[config.mk]
export PLATFORM = sky130hd
export DESIGN_NAME = multiturn_encoder_tracker
export DESIGN_NICKNAME = d
export VERILOG_FILES = /design/src/hdl/mte_pkg.sv /design/src/hdl/multiturn_encoder_tracker.sv /design/src/hdl/mte_ram.sv
export SDC_FILE = /design/constraint.sdc
export NUM_CORES = 1
export LEC_CHECK = 0
export BUFFER_PORTS_ARGS = -buffer_cell sky130_fd_sc_hd__buf_2
export CORE_MARGIN = 2
export CORE_UTILIZATION = 35
export CTS_CLUSTER_SIZE = 25
export DETAILED_ROUTE_END_ITERATION = 12
export GPL_TIMING_DRIVEN = 0
export PLACE_DENSITY_LB_ADDON = 0.08
export SYNTH_ARGS = -nofsm -noshare
export SYNTH_HDL_FRONTEND = slang
export SYNTH_SLANG_ARGS = --single-unit
[constraint.sdc]
create_clock -name clk -period 11.8 [get_ports clk]
set_input_delay 0.59 -clock clk [delete_from_list [all_inputs] [get_ports clk]]
set_output_delay 0.59 -clock clk [all_outputs]
set_load 0.02 [all_outputs]
[src/hdl/mte_pkg.sv]
package mte_pkg;

	// Field widths of one feedback report and one result
	localparam int POS_W     = 13;
	localparam int COUNT_W   = 8;
	localparam int TURN_W    = 32;
	localparam int DIFF_W    = 14;
	localparam int WIDE_W    = 15;
	localparam int TOTAL_W   = 46;
	localparam int SLOT_W    = 3;
	localparam int SAMPLE_W  = 16;
	localparam int IN_DATA_W  = 48;
	localparam int OUT_DATA_W = 128;
	localparam int OUT_USER_W = 4;

	// Register map: index taken from paddr[2]
	localparam logic REG_CALIBRATION = 1'b0;

	// Encoder and counter constants
	localparam logic [COUNT_W-1:0] CAL_RESET  = 8'd50;
	localparam logic [COUNT_W-1:0] COUNT_MAX  = 8'hFF;
	localparam logic signed [WIDE_W-1:0] HALF_TURN   = 15'sd4096;
	localparam logic signed [WIDE_W-1:0] COUNTS_TURN = 15'sd8192;
	localparam logic signed [TURN_W-1:0] TURN_MIN = 32'sh8000_0000;
	localparam logic signed [TURN_W-1:0] TURN_MAX = 32'sh7FFF_FFFF;

	// Per-slot tracking state, one memory word
	typedef struct packed {
		logic [COUNT_W-1:0]       report_count;
		logic [POS_W-1:0]         last_position;
		logic [POS_W-1:0]         zero_offset;
		logic signed [TURN_W-1:0] turns;
	} slot_state_t;

endpackage

[src/hdl/multiturn_encoder_tracker.sv]
// Multi-turn encoder tracker. Each input word is one motor feedback report for a slot
// (position, speed, current); each report yields exactly one result word in order. A slot
// first records its zero offset for as long as its report count is at or below the
// calibration_messages register (reset 50), then unwraps the 13-bit position into a signed
// delta and a saturating turn count, and reports turns*8192 + position - offset. The block
// takes one word per clock cycle while the result output is not stalled, on any mix of slots,
// back to back; a result is registered in each pipeline stage and offered from the output
// register. That rate comes from the per-slot state memory: one read and one write per cycle,
// with the last write forwarded to a report of the same slot that follows directly. Per-slot
// valid bits make every slot read as zero after reset, so no clearing pass is needed. Slots
// at or above MOTOR_SLOTS leave the state alone and return zero delta, turns and total
// position. Write calibration_messages only while no report is in flight.
module multiturn_encoder_tracker #(
	parameter int MOTOR_SLOTS = 8
) (
	input  logic        clk,
	input  logic        arst_n,
	// report input
	input  logic        s_tvalid,
	output logic        s_tready,
	input  logic [47:0] s_tdata,   // encoder_position[12:0], motor_speed[28:13], drive_current[44:29]
	input  logic [2:0]  s_tuser,   // motor_slot[2:0]
	// result output
	output logic        m_tvalid,
	input  logic        m_tready,
	output logic [127:0] m_tdata,  // position_delta[13:0], turn_count[45:14],
	                               // total_position[91:46], speed_out[107:92],
	                               // current_out[123:108]
	output logic [3:0]  m_tuser,   // slot_out[2:0], calibrating[3]
	// configuration
	input  logic        psel,
	input  logic        penable,
	input  logic        pwrite,
	input  logic [2:0]  paddr,
	input  logic [31:0] pwdata,
	output logic [31:0] prdata,
	output logic        pready
);

	localparam int SLOT_AW = ($clog2(MOTOR_SLOTS) > 0) ? $clog2(MOTOR_SLOTS) : 1;
	localparam int STATE_W = $bits(mte_pkg::slot_state_t);

	// Configuration register
	logic [mte_pkg::COUNT_W-1:0] cal_msgs_q;

	assign pready = 1'b1;

	always_ff @(posedge clk or negedge arst_n) begin
		if (!arst_n) begin
			cal_msgs_q <= mte_pkg::CAL_RESET;
		end else if (psel && penable && pwrite && pready &&
			paddr[2] == mte_pkg::REG_CALIBRATION) begin
			cal_msgs_q <= pwdata[mte_pkg::COUNT_W-1:0];
		end
	end

	always_comb begin
		prdata = '0;
		if (paddr[2] == mte_pkg::REG_CALIBRATION) begin
			prdata = {{(32 - mte_pkg::COUNT_W){1'b0}}, cal_msgs_q};
		end
	end

	// Pipeline control
	logic valid_s1, valid_s2, valid_s3;
	logic ready_s1, ready_s2, ready_s3;
	logic adv_s1, take_in;

	assign ready_s3 = !valid_s3 || m_tready;
	assign ready_s2 = !valid_s2 || ready_s3;
	assign ready_s1 = !valid_s1 || ready_s2;
	assign s_tready = ready_s1;
	assign take_in  = s_tvalid && s_tready;
	assign adv_s1   = valid_s1 && ready_s2;

	// Stage 1 payload: report waiting on its state read
	logic [mte_pkg::SLOT_W-1:0]   slot_s1;
	logic [mte_pkg::POS_W-1:0]    pos_s1;
	logic [mte_pkg::SAMPLE_W-1:0] speed_s1, current_s1;

	always_ff @(posedge clk) begin
		if (take_in) begin
			slot_s1    <= s_tuser;
			pos_s1     <= s_tdata[12:0];
			speed_s1   <= s_tdata[28:13];
			current_s1 <= s_tdata[44:29];
		end
	end

	// State memory
	logic               ram_we;
	logic [SLOT_AW-1:0] addr_s1;
	logic [STATE_W-1:0] ram_wdata, ram_rdata;

	mte_ram #(
		.WIDTH(STATE_W),
		.DEPTH(MOTOR_SLOTS)
	) u_state_ram (
		.clk  (clk),
		.we   (ram_we),
		.waddr(addr_s1),
		.wdata(ram_wdata),
		.re   (take_in),
		.raddr(SLOT_AW'(s_tuser)),
		.rdata(ram_rdata)
	);

	// Last write, forwarded to a read that raced it
	logic               fwd_v_q;
	logic [SLOT_AW-1:0] fwd_addr_q;
	logic [STATE_W-1:0] fwd_data_q;
	logic [MOTOR_SLOTS-1:0] slot_valid_q;

	// Stage 1: read-modify-write of the slot state
	logic in_range_s1;
	mte_pkg::slot_state_t cur_st, nxt_st;
	logic cal_now;
	logic signed [mte_pkg::WIDE_W-1:0] diff_w, delta_w;
	logic signed [mte_pkg::DIFF_W-1:0] delta_now, offdiff_now;
	logic signed [mte_pkg::TURN_W-1:0] turns_now;

	assign addr_s1     = SLOT_AW'(slot_s1);
	assign in_range_s1 = 32'(slot_s1) < MOTOR_SLOTS;

	always_comb begin
		priority if (fwd_v_q && fwd_addr_q == addr_s1) begin
			cur_st = mte_pkg::slot_state_t'(fwd_data_q);
		end else if (in_range_s1 && slot_valid_q[addr_s1]) begin
			cur_st = mte_pkg::slot_state_t'(ram_rdata);
		end else begin
			cur_st = '0;
		end
	end

	always_comb begin
		nxt_st  = cur_st;
		cal_now = cur_st.report_count <= cal_msgs_q;
		diff_w  = $signed({2'b00, pos_s1}) - $signed({2'b00, cur_st.last_position});
		delta_w = '0;
		if (cur_st.report_count != mte_pkg::COUNT_MAX) begin
			nxt_st.report_count = cur_st.report_count + 1'b1;
		end
		nxt_st.last_position = pos_s1;
		if (cal_now) begin
			nxt_st.zero_offset = pos_s1;
		end else begin
			// unwrap across the turn boundary
			priority if (diff_w > mte_pkg::HALF_TURN) begin
				delta_w = diff_w - mte_pkg::COUNTS_TURN;
				if (cur_st.turns != mte_pkg::TURN_MIN) begin
					nxt_st.turns = cur_st.turns - 32'sd1;
				end
			end else if (diff_w < -mte_pkg::HALF_TURN) begin
				delta_w = diff_w + mte_pkg::COUNTS_TURN;
				if (cur_st.turns != mte_pkg::TURN_MAX) begin
					nxt_st.turns = cur_st.turns + 32'sd1;
				end
			end else begin
				delta_w = diff_w;
			end
		end
	end

	// Result fields; a slot out of range gives zeros
	always_comb begin
		if (in_range_s1) begin
			delta_now   = delta_w[mte_pkg::DIFF_W-1:0];
			turns_now   = nxt_st.turns;
			offdiff_now = $signed({1'b0, pos_s1}) - $signed({1'b0, nxt_st.zero_offset});
		end else begin
			delta_now   = '0;
			turns_now   = '0;
			offdiff_now = '0;
		end
	end

	assign ram_we    = adv_s1 && in_range_s1;
	assign ram_wdata = nxt_st;

	always_ff @(posedge clk or negedge arst_n) begin
		if (!arst_n) begin
			fwd_v_q      <= 1'b0;
			fwd_addr_q   <= '0;
			slot_valid_q <= '0;
		end else if (ram_we) begin
			fwd_v_q               <= 1'b1;
			fwd_addr_q            <= addr_s1;
			slot_valid_q[addr_s1] <= 1'b1;
		end
	end

	always_ff @(posedge clk) begin
		if (ram_we) begin
			fwd_data_q <= ram_wdata;
		end
	end

	// Stage 2 payload
	logic [mte_pkg::SLOT_W-1:0]        slot_s2;
	logic                              cal_s2;
	logic signed [mte_pkg::DIFF_W-1:0] delta_s2, offdiff_s2;
	logic signed [mte_pkg::TURN_W-1:0] turns_s2;
	logic [mte_pkg::SAMPLE_W-1:0]      speed_s2, current_s2;

	always_ff @(posedge clk) begin
		if (adv_s1) begin
			slot_s2    <= slot_s1;
			cal_s2     <= in_range_s1 && cal_now;
			delta_s2   <= delta_now;
			turns_s2   <= turns_now;
			offdiff_s2 <= offdiff_now;
			speed_s2   <= speed_s1;
			current_s2 <= current_s1;
		end
	end

	// Stage 3: output register with the total position
	logic [mte_pkg::SLOT_W-1:0]         slot_s3;
	logic                               cal_s3;
	logic signed [mte_pkg::DIFF_W-1:0]  delta_s3;
	logic signed [mte_pkg::TURN_W-1:0]  turns_s3;
	logic signed [mte_pkg::TOTAL_W-1:0] total_s3;
	logic [mte_pkg::SAMPLE_W-1:0]       speed_s3, current_s3;
	logic adv_s2;

	assign adv_s2 = valid_s2 && ready_s3;

	always_ff @(posedge clk) begin
		if (adv_s2) begin
			slot_s3    <= slot_s2;
			cal_s3     <= cal_s2;
			delta_s3   <= delta_s2;
			turns_s3   <= turns_s2;
			total_s3   <= $signed({turns_s2[mte_pkg::TURN_W-1], turns_s2,
				{mte_pkg::POS_W{1'b0}}})
				+ $signed({{(mte_pkg::TOTAL_W - mte_pkg::DIFF_W){offdiff_s2[mte_pkg::DIFF_W-1]}},
				offdiff_s2});
			speed_s3   <= speed_s2;
			current_s3 <= current_s2;
		end
	end

	// Stage valid flags
	always_ff @(posedge clk or negedge arst_n) begin
		if (!arst_n) begin
			valid_s1 <= 1'b0;
			valid_s2 <= 1'b0;
			valid_s3 <= 1'b0;
		end else begin
			if (ready_s1) begin
				valid_s1 <= s_tvalid;
			end
			if (ready_s2) begin
				valid_s2 <= valid_s1;
			end
			if (ready_s3) begin
				valid_s3 <= valid_s2;
			end
		end
	end

	assign m_tvalid = valid_s3;
	assign m_tuser  = {cal_s3, slot_s3};
	assign m_tdata  = {4'b0000, current_s3, speed_s3, total_s3, turns_s3, delta_s3};

	// Checks
	a_cal_no_delta: assert property (@(posedge clk) disable iff (!arst_n)
		valid_s3 && cal_s3 |-> delta_s3 == '0)
		else $error("calibrating result carries a nonzero delta");

	a_stall_full: assert property (@(posedge clk) disable iff (!arst_n)
		!s_tready |-> valid_s1 && valid_s2 && valid_s3 && !m_tready)
		else $error("input stalled with room in the pipeline");

	a_fwd_tracks: assert property (@(posedge clk) disable iff (!arst_n)
		ram_we |=> fwd_v_q && fwd_addr_q == $past(addr_s1) && fwd_data_q == $past(ram_wdata))
		else $error("forward register missed a state write");

	a_out_range_zero: assert property (@(posedge clk) disable iff (!arst_n)
		valid_s3 && 32'(slot_s3) >= MOTOR_SLOTS |-> turns_s3 == '0 && total_s3 == '0 && !cal_s3)
		else $error("result for an absent slot is not zero");

endmodule

[src/hdl/mte_ram.sv]
module mte_ram #(
	parameter int WIDTH = 66,
	parameter int DEPTH = 8,
	localparam int AW = ($clog2(DEPTH) > 0) ? $clog2(DEPTH) : 1
) (
	input  logic             clk,
	input  logic             we,
	input  logic [AW-1:0]    waddr,
	input  logic [WIDTH-1:0] wdata,
	input  logic             re,
	input  logic [AW-1:0]    raddr,
	output logic [WIDTH-1:0] rdata
);

	logic [WIDTH-1:0] mem_q [DEPTH];

	// Write port
	always_ff @(posedge clk) begin
		if (we) begin
			mem_q[waddr] <= wdata;
		end
	end

	// Registered read port, old data on a same-address collision
	always_ff @(posedge clk) begin
		if (re) begin
			rdata <= mem_q[raddr];
		end
	end

endmodule

Yosys cells after proc, flatten, opt, wreduce, memory -nomap -nowiden
Memories as Yosys holds them, arrays and structs flattened. A register that Yosys moved wholly into a read port is not among the register bits.
Index checks and enable logic that the tools add are counted.
{"block": "classes", "add_sub_neg": 8, "magnitude_cmp": 5, "eq_ne": 4, "muxes": 18, "bitwise": 2, "n_reduce_logical": 14}
{"cell": "$mux W32", "count": 5}
{"cell": "$mux W66", "count": 2}
{"cell": "$ne A32 B32 Y1 const B", "count": 2}
{"cell": "$add A45 B14 Y46", "count": 1}
{"cell": "$add A32 B2 Y32 const B", "count": 1}
{"cell": "$sub A32 B2 Y32 const B", "count": 1}
{"cell": "$mux W14", "count": 2}
{"cell": "$sub A13 B13 Y14", "count": 2}
{"cell": "$mux W8", "count": 2}
{"cell": "$add A14 B14 Y14 const B", "count": 1}
{"cell": "$gt A14 B14 Y1 const B", "count": 1}
{"cell": "$lt A14 B13 Y1 const B", "count": 1}
{"cell": "$sub A14 B14 Y14 const B", "count": 1}
{"cell": "$mux W13", "count": 1}
{"cell": "$add A8 B1 Y8 const B", "count": 1}
{"cell": "$le A8 B8 Y1", "count": 1}
{"cell": "$logic_and A1 B1 Y1", "count": 8}
{"cell": "$ne A8 B8 Y1 const B", "count": 1}
{"cell": "$or A8 B8 Y8", "count": 1}
{"cell": "$lt A3 B4 Y1 const B", "count": 1}
{"cell": "$mux W1", "count": 4}
{"cell": "$bmux W1 S3", "count": 1}
{"cell": "$demux W1 S3", "count": 1}
{"cell": "$eq A3 B3 Y1", "count": 1}
{"cell": "4 further kinds", "count": 8}
{"block": "word_totals", "reg_bits": 361, "mem_bits_rw": 528, "input_bits": 93, "elab_cells": 78, "mem_count": 1}
{"memory": "u_state_ram.mem_q", "depth": 8, "word_bits": 66, "read_ports": 1, "rd_ports_with_merged_regs": 1, "write_ports": 1, "line_no": "mte_ram.sv:15", "rtl": "logic [WIDTH-1:0] mem_q [DEPTH];"}

Longest topological paths before layout
Gate-level depths: netlist of run 1.
{"block": "logic_depth", "word_depth": 9, "mapped_depth": 34, "mapped_depth_nobuf": 23}

Hierarchy
Synthesis of run 1 repeated with hierarchy kept, for this count alone.
{"block": "hier_totals", "cells_unflattened": 2263, "area_unflattened_um2": 38833.5}
{"module": "mte_ram", "instances": 1, "cells_per_inst": 842, "area_each_um2": 21834.7}
{"module": "multiturn_encoder_tracker", "instances": 1, "cells_per_inst": 1421, "area_each_um2": 16998.8}

Worst setup path after synthesis of run 1
Ideal clock, no wire load.
{"block": "synth_path", "path_type": "input -> register", "startpoint": "input port m_tready", "endpoint": "register slot_valid_q[1]", "setup_ns": 0.093, "arrival_ns": 9.066, "required_ns": 11.707, "slack_ns": 2.641, "cell_stages": 7, "path_buffers": 0, "path_cell_list": "nor2b_1 nand2_1 nand2_1 inv_1 nand2_1 nor3_1 or2_2"}
{"block": "synth_between", "elab_chain_cells": 3}
{"item": "start: declaration", "line_no": "multiturn_encoder_tracker.sv:25", "rtl": "input logic m_tready,"}
{"item": "$logic_or A1 B1 Y1", "line_no": "multiturn_encoder_tracker.sv:69", "rtl": "assign ready_s3 = !valid_s3 || m_tready;"}
{"item": "$logic_or A1 B1 Y1", "line_no": "multiturn_encoder_tracker.sv:70", "rtl": "assign ready_s2 = !valid_s2 || ready_s3;"}
{"item": "$logic_and A1 B1 Y1", "line_no": "multiturn_encoder_tracker.sv:74", "rtl": "assign adv_s1 = valid_s1 && ready_s2;"}
{"item": "net adv_s1", "line_no": "multiturn_encoder_tracker.sv:67", "rtl": "logic adv_s1, take_in;"}
{"item": "end signal: assignment", "line_no": "multiturn_encoder_tracker.sv:184", "rtl": "slot_valid_q <= '0;"}
{"item": "end signal: indexed assignment", "line_no": "multiturn_encoder_tracker.sv:188", "rtl": "slot_valid_q[addr_s1] <= 1'b1;"}
{"item": "end: declaration", "line_no": "multiturn_encoder_tracker.sv:112", "rtl": "logic [MOTOR_SLOTS-1:0] slot_valid_q;"}
The timed path passes the listed nets, and every way through them passes these cells.
A chain may end at the register's enable or synchronous reset.

==> results_dict.tcl, run 1 <==
set metrics [dict create \
    status "complete, no violations" \
    ys_top_cells_by_count "900 x sky130_fd_sc_hd__edfxtp_1, 134 x sky130_fd_sc_hd__mux4_2, 103 x sky130_fd_sc_hd__a21oi_1, 90 x sky130_fd_sc_hd__nand2_1, 80 x sky130_fd_sc_hd__mux2_2" \
    worst_path_bufs_invs 14 \
    ys.flop_type "sky130_fd_sc_hd__edfxtp_1" \
    totalWireLength_mm 108.1 \
    post_cts_buffers 0 \
    first_global_vias 22470 \
    drv_slew 0 \
    part_of_the_cycle_the_worst_path_needs_pct 88.24 \
    grt_util_met3_pct 2.730 \
    numCtsBuffers 101 \
    hold-worst-slack_ns 0.08678 \
    postCtsHoldBufs 1 \
    fp-row-count 122 \
    grt.busiest_layer "met2" \
    fin_worst_skew_ns 0.01952 \
    chip_height_um 337.1 \
    hold_path_depth 1 \
    post-place-ws_ns 1.487 \
    timing.critical_path.arrival_ns 10.80 \
    portBuffers 200 \
    worst_r2r_endpoint "offdiff_s2[12]$_DFFE_PP_" \
    antenna_found_initial 3 \
    synth_edf_count 900 \
    cts_root_buffer "sky130_fd_sc_hd__clkbuf_16" \
    period_needed_ns 10.41 \
    synth_async_sr_flop_share_pct 2.492 \
    die_area_um2 113600 \
    tightestPinTransition_ns 1.325 \
    grt_use_met2_pct 30.62 \
    num_vias 22360 \
    postLayoutSetupSlackWorst_ns 1.387 \
    timing_hold_violations_final 0 \
    worstSetupPathType "reg2reg" \
    worstPathRequired_ns 12.18 \
    synth.yosys.seq_area_share_pct 71.08 \
    worst_skew_pair.late_latency_ns 0.68 \
    drcViolationCount 0 \
    detailedRoute.firstPassIterationCount 7 \
    cts_num_sinks 923 \
    largest_net_degree_at_the_start_of_global_routing 77 \
    cpPeakStageDelay_ns 0.77 \
    synth.top_cells.by_area "sky130_fd_sc_hd__edfxtp_1 70%, sky130_fd_sc_hd__mux4_2 7.8%, sky130_fd_sc_hd__mux2_2 2.3%" \
    die_width_um 337.1 \
    core_area_um2 110400 \
    timing.hold.worst.start "s_tdata[12]" \
    cellLeakagePower_uw 0.01587 \
    use_met1_pct 26.36 \
    final-setup-viol-count 0 \
    ant_nets 0 \
    setup_tns_ns 0 \
    drive_gt1_share_pct 26.73 \
    holdCritPathClass "in2reg" \
    synthDominantCellAreaShare_pct 69.59 \
    power-per-cell-area_nw_per_um2 224.6 \
    routed_wire_length_per_instance_um 25.42 \
    rr_worst_depth 33 \
    delay_heaviest_family_cp "buffers and inverters" \
    worst_setup_hold_path_clk_slew_ns 0.06 \
    critical-path-slowest-cell "sky130_fd_sc_hd__clkbuf_1" \
    cts_buffer_depth 3 \
    r2r_setup_slack_ns 1.39 \
    post_synth_num_cell_types 98 \
    cts_max_level 3 \
    grt_setup_unrepaired "no" \
    gr-total-overflow 0 \
    crit_path_start_kind "register" \
    synthMostInstantiatedCell "sky130_fd_sc_hd__edfxtp_1" \
    utilization_pct 41.72 \
    postSynthCellCount 2279 \
    achievable-frequency_mhz 96.03 \
    synth.ff_latch_count 923 \
    ctsResizeCount 0 \
    drt_iter0_markers 1924 \
    post_synth_instance_area_um2 38830 \
    post-synth-top-area-cell "sky130_fd_sc_hd__edfxtp_1" \
    drv_cap 0 \
    syn_area_per_cell_um2 17.04 \
    grt_pass1_wl_mm 155.7 \
    final_net_count 2835 \
    synth-warning-count 0 \
    grt_use_total_pct 18.87 \
    area_delta_synth_final_pct 18.57 \
    initial_utilization_pct 35.19 \
    clock_tree_from_tritoncts "yes" \
    via_per_inst 5.260 \
    detailed_place_hpwl_mm 75.44 \
    gp_routability_congestion 0.8875 \
    worstReg2RegStart "addr_s1[2]$_DFFE_PP_" \
    end_kind "register" \
    num_io_pins 260 \
    path_max_fanout 10 \
    ir_worst_vdd_uv 127.9 \
    max-slew-margin-rel_pct 10.71 \
    hold_path_end "pos_s1[12]$_DFFE_PP_" \
]
-- report_power, final --
part	leakage [µW]	internal (µW)	switching [µW]	total, µW
registers	0.00867	4320	206	4530
logic	0.00557	889	1810	2690
clock network	0.00162	1830	1290	3120
-- logic make-up after synthesis --
family                   synth area share (%)
XOR/XNOR                                1.914
other                                 0.01934
AO/OA/AOI/OAI                           5.967
multiplexers                            10.36
flip-flops                              71.08
adder cells (fa/ha/maj)                 2.236
AND/OR/NAND/NOR                         6.173
buffers and inverters                   2.252
-- worst register-to-register path, delay by kind of cell, from the launching register on --
family | cells | cell delay [ns]
simple gates | 6 | 0.97
fa+ha+maj | 3 | 1.02
compound gates | 8 | 2.65
buf+inv | 14 | 4.49
xor+xnor | 2 | 0.59
flops | 1 | 0.40
-- per-stage QoR --
stage | power (µW) | instances | cell area, µm²
after floorplan | 6258 | 2306 | 38940
after global placement | 7230 | 3994 | 41800
after detailed placement | 7278 | 4059 | 42730
after CTS | 10430 | 4248 | 46010
after global routing | 10830 | 4249 | 46050
final | 10340 | 4250 | 46050
-- cell usage in the layout (no fill, tap or decap), types with 29 or more instances in the layout --
| cell type | synthesis | final |
|---|---|---|
| sky130_fd_sc_hd__ha_1 | 63 | 63 |
| sky130_fd_sc_hd__nand3_1 | 53 | 53 |
| sky130_fd_sc_hd__mux4_2 | 134 | 134 |
| sky130_fd_sc_hd__o21ai_0 | 50 | 50 |
| sky130_fd_sc_hd__buf_4 | 33 | 47 |
| sky130_fd_sc_hd__clkbuf_1 | 50 | 62 |
| sky130_fd_sc_hd__buf_2 | 14 | 214 |
| sky130_fd_sc_hd__buf_6 | 7 | 38 |
| sky130_fd_sc_hd__mux2_2 | 80 | 80 |
| sky130_fd_sc_hd__nor2_1 | 79 | 76 |
| sky130_fd_sc_hd__clkbuf_16 | 0 | 101 |
| sky130_fd_sc_hd__inv_1 | 55 | 54 |
| sky130_fd_sc_hd__a21oi_1 | 103 | 103 |
| sky130_fd_sc_hd__nand2_1 | 90 | 90 |
| sky130_fd_sc_hd__conb_1 | 2 | 29 |
| sky130_fd_sc_hd__edfxtp_1 | 900 | 900 |
| sky130_fd_sc_hd__nor3_1 | 42 | 38 |
| sky130_fd_sc_hd__and3_1 | 45 | 45 |
| sky130_fd_sc_hd__xnor2_1 | 56 | 56 |
-- worst max-delay path by stage --
| stage | to | slack, ns | depth (start not counted) | startpoint |
|---|---|---|---|---|
| final | offdiff_s2[12]$_DFFE_PP_ | 1.39 | 33 | addr_s1[2]$_DFFE_PP_ |
| after CTS | offdiff_s2[12]$_DFFE_PP_ | 1.44 | 33 | addr_s1[2]$_DFFE_PP_ |
| after global routing | offdiff_s2[12]$_DFFE_PP_ | 1.04 | 33 | addr_s1[1]$_DFFE_PP_ |
| after global placement | slot_valid_q[1]$_DFFE_PN0P_ | -6.30 | 8 | m_tready |
| after detailed placement | offdiff_s2[12]$_DFFE_PP_ | 1.49 | 33 | addr_s1[2]$_DFFE_PP_ |
| after floorplan | slot_valid_q[1]$_DFFE_PN0P_ | 2.64 | 7 | m_tready |
-- routing by layer --
layer	vias up	share of wire, %	routed length, µm
met5	-	0.012	13
met4	2	2.3	2509
met3	145	5.8	6263
met2	795	47	50910
met1	11540	45	48350
li1	9871	-	-
-- sequential cells by signal (all words and copies together), names as in the netlist, 32 cells and up --
| name | count |
|---|---|
| total_s3 | 46 |
| u_state_ram.rdata | 66 |
| turns_s3 | 32 |
| u_state_ram.mem_q | 528 |
| fwd_data_q | 66 |
-- cell type report --
cell class / count / area, µm²
Buffer: 123 / 656.9
Tap cell: 1488 / 1862
Multi-Input combinational cell: 1202 / 10520
Timing Repair Buffer: 267 / 1908
Clock inverter: 75 / 701.9
Sequential cell: 923 / 27610
Antenna cell: 1 / 2.502
Inverter: 58 / 222.7
Clock buffer: 113 / 2572
Fill cell: 9925 / 64320
(Power assumes the default switching activity.)
==> run 2: changes to the inputs <==
PLACE_DENSITY = 0.49   (was not set)
PLACE_DENSITY_LB_ADDON = not set   (was 0.08)
SYNTH_HIERARCHICAL = 1   (was not set)
==> results_dict.tcl, run 2 <==
set metrics [dict create \
    status "complete, no violations" \
    hold-worst-slack_ns 0.09200 \
    largest_register "u_state_ram/mem_q" \
    cts_buffer_depth 3 \
    utilization_pct 41.35 \
    power_switching_uw 3132 \
    final_net_count 2789 \
    ys.flop_type "sky130_fd_sc_hd__edfxtp_1" \
    gp_routability_congestion 0.9117 \
    setup_tns_ns 0 \
    core_area_um2 110400 \
    final-setup-viol-count 0 \
    seqCellArea_um2 27610 \
    totalWireLength_mm 109.3 \
    synth.top_cells.by_area "sky130_fd_sc_hd__edfxtp_1 70%, sky130_fd_sc_hd__mux4_2 7.8%, sky130_fd_sc_hd__mux2_2 2.2%" \
    detailed_place_hpwl_mm 76.20 \
    synth-warning-count 6 \
    path_common_cell "sky130_fd_sc_hd__clkbuf_1" \
    area_delta_synth_final_pct 17.52 \
    largest_net_degree_at_the_start_of_global_routing 74 \
    drive_gt1_share_pct 25.78 \
    fillers 9866 \
    portBuffers 200 \
    grt_pass1_wl_mm 156.6 \
    ys_top_cells_by_count "900 x sky130_fd_sc_hd__edfxtp_1, 134 x sky130_fd_sc_hd__mux4_2, 97 x sky130_fd_sc_hd__nand2_1, 93 x sky130_fd_sc_hd__a21oi_1, 80 x sky130_fd_sc_hd__nor2_1" \
    r2r_setup_slack_ns 0.35 \
    syn_area_per_cell_um2 17.16 \
    power-per-cell-area_nw_per_um2 215.5 \
    final_cell_mix "900 x sky130_fd_sc_hd__edfxtp_1, 218 x sky130_fd_sc_hd__buf_2, 134 x sky130_fd_sc_hd__mux4_2" \
    worstSetupPathType "reg2reg" \
    synthMostInstantiatedCell "sky130_fd_sc_hd__edfxtp_1" \
    clock_power_share_pct 29.4 \
    timing.critical_path.arrival_ns 11.82 \
    rr_worst_depth 28 \
    first_global_vias 22630 \
    timing_hold_violations_final 0 \
    gr-total-overflow 0 \
    ant_nets 0 \
    drv_cap 0 \
    path_max_fanout 19 \
    post_synth_instance_area_um2 38830 \
    synth_async_sr_flop_share_pct 2.492 \
    cpPeakStageDelay_ns 0.68 \
    cellLeakagePower_uw 0.01562 \
    seqPwrFrac_pct 45.9 \
    chip_height_um 337.1 \
    switching_share_pct 31.85 \
    drcViolationCount 0 \
    ir_worst_vdd_uv 97.93 \
    period_needed_ns 11.45 \
    detailedRoute.firstPassIterationCount 5 \
    internal_power_uw 6703 \
    hold_path_depth 1 \
    largest_register_ff_count 528 \
    cts_max_level 3 \
    initial_utilization_pct 35.19 \
    worst_setup_hold_path_clk_slew_ns 0.06 \
    num_vias 22240 \
    cts_root_buffer "sky130_fd_sc_hd__clkbuf_16" \
    synthDominantCellAreaShare_pct 69.59 \
    worst_skew_pair.late_latency_ns 0.67 \
    synth_edf_count 900 \
    num_io_pins 260 \
    layout_commonest_cell "sky130_fd_sc_hd__edfxtp_1" \
    die_area_um2 113600 \
    numCtsBuffers 96 \
    comb_power_share_pct 24.8 \
    holdCritPathClass "in2reg" \
    tightestPinTransition_ns 1.266 \
    crit_path_start_kind "register" \
    part_of_the_cycle_the_worst_path_needs_pct 97.06 \
    post_synth_num_cell_types 94 \
    post-synth-top-area-cell "sky130_fd_sc_hd__edfxtp_1" \
    largestRegisters "u_state_ram/mem_q (528), fwd_data_q (66), u_state_ram/rdata (66)" \
    cts_num_sinks 923 \
    worstPathRequired_ns 12.17 \
    die_width_um 337.1 \
    postSynthCellCount 2263 \
    fin_worst_skew_ns 0.02238 \
    clock_tree_from_tritoncts "yes" \
    grt_use_total_pct 19.02 \
    synth.ff_latch_count 923 \
    critical-path-slowest-cell "sky130_fd_sc_hd__clkbuf_1" \
    synth.yosys.seq_area_share_pct 71.09 \
    via_per_inst 5.299 \
    fp-row-count 122 \
    drt_iter0_markers 1833 \
    achievable-frequency_mhz 87.31 \
    grt_setup_unrepaired "no" \
    routed_wire_length_per_instance_um 26.04 \
    drv_slew 0 \
    end_kind "register" \
    antenna_found_initial 1 \
    max-slew-margin-rel_pct 15.59 \
    multi_input_area_um2 10490 \
]
==> run 2: repair_timing <==
action | in CTS | in global routing
resized for setup | 1 | 6
hold endpoints to repair | 20 | 0
setup endpoints to repair | 5 | 2
hold buffers | 1 | 0
buffers inserted | 0 | 0
==> run 2: routing by layer <==
metal / GRT usage (%) / up-vias / part of all wire, %
li1: - / 9789 / -
met1: 26.24 / 11460 / 44
met2: 30.65 / 818 / 47
met3: 3.298 / 173 / 6.6
met4: 6.032 / 0 / 2.7
met5: 0 / - / 0
==> run 2: final timing paths <==
path	start	to
worst max-delay path	addr_s1[1]$_DFFE_PP_	offdiff_s2[13]$_DFFE_PP_
worst min-delay path	s_tdata[12]	pos_s1[12]$_DFFE_PP_
worst max register to register	addr_s1[1]$_DFFE_PP_	offdiff_s2[13]$_DFFE_PP_
worst min register to register	slot_s2[1]$_DFFE_PP_	slot_s3[1]$_DFFE_PP_
max in group asynchronous	arst_n	slot_valid_q[1]$_DFFE_PN0P_
min in group asynchronous	arst_n	cal_msgs_q[3]$_DFFE_PN0P_
==> run 2: power by group through the flow <==
stage	Sequential (µW)	Combinational [µW]	Clock [µW]
finish	4510	2440	2890
global route	4550	2660	3090
floorplan	4620	1410	0
detailed placement	4580	2430	0
global placement	4600	2360	0
CTS	4520	2440	2970
==> run 2: cell families after synthesis <==
| family | after synthesis | synth area share, % |
|---|---|---|
| AOI/OAI and AO/OA | 363 | 6.373 |
| xor gates and xnor gates | 81 | 1.846 |
| adders and majority gates | 69 | 2.262 |
| buffers and inverters | 170 | 2.323 |
| DFF | 923 | 71.09 |
| muxes | 219 | 10.24 |
| other | 2 | 0.01934 |
| and+or+nand+nor | 436 | 5.848 |
==> run 2: critical path, delay by kind of cell (launching register included) <==
family,cells,cell delay (ns)
buf+inv,10,4.37
xor+xnor,1,0.27
simple gates,3,1.17
compound gates,12,4.22
flops,1,0.52
fa+ha+maj,2,0.52
==> run 2: layout make-up <==
class / count / share of cell area, %
Antenna cell: 5 / 0.02742
Buffer: 119 / 1.563
Clock buffer: 120 / 5.554
Clock inverter: 52 / 1.003
Inverter: 50 / 0.4222
Multi-Input combinational cell: 1197 / 22.99
Sequential cell: 923 / 60.49
Tap cell: 1488 / 4.079
Timing Repair Buffer: 243 / 3.877
==> run 2: metrics by stage <==
stage | instances | cell area [µm²] | power [µW] | setup WS, ns
CTS | 4192 | 45620 | 9927 | 0.4149
global route | 4192 | 45630 | 10300 | 0.001219
floorplan | 2290 | 38930 | 6034 | 2.738
global placement | 3978 | 41800 | 6964 | -6.110
finish | 4197 | 45640 | 9835 | 0.3469
detailed placement | 4020 | 42620 | 7012 | -0.4835
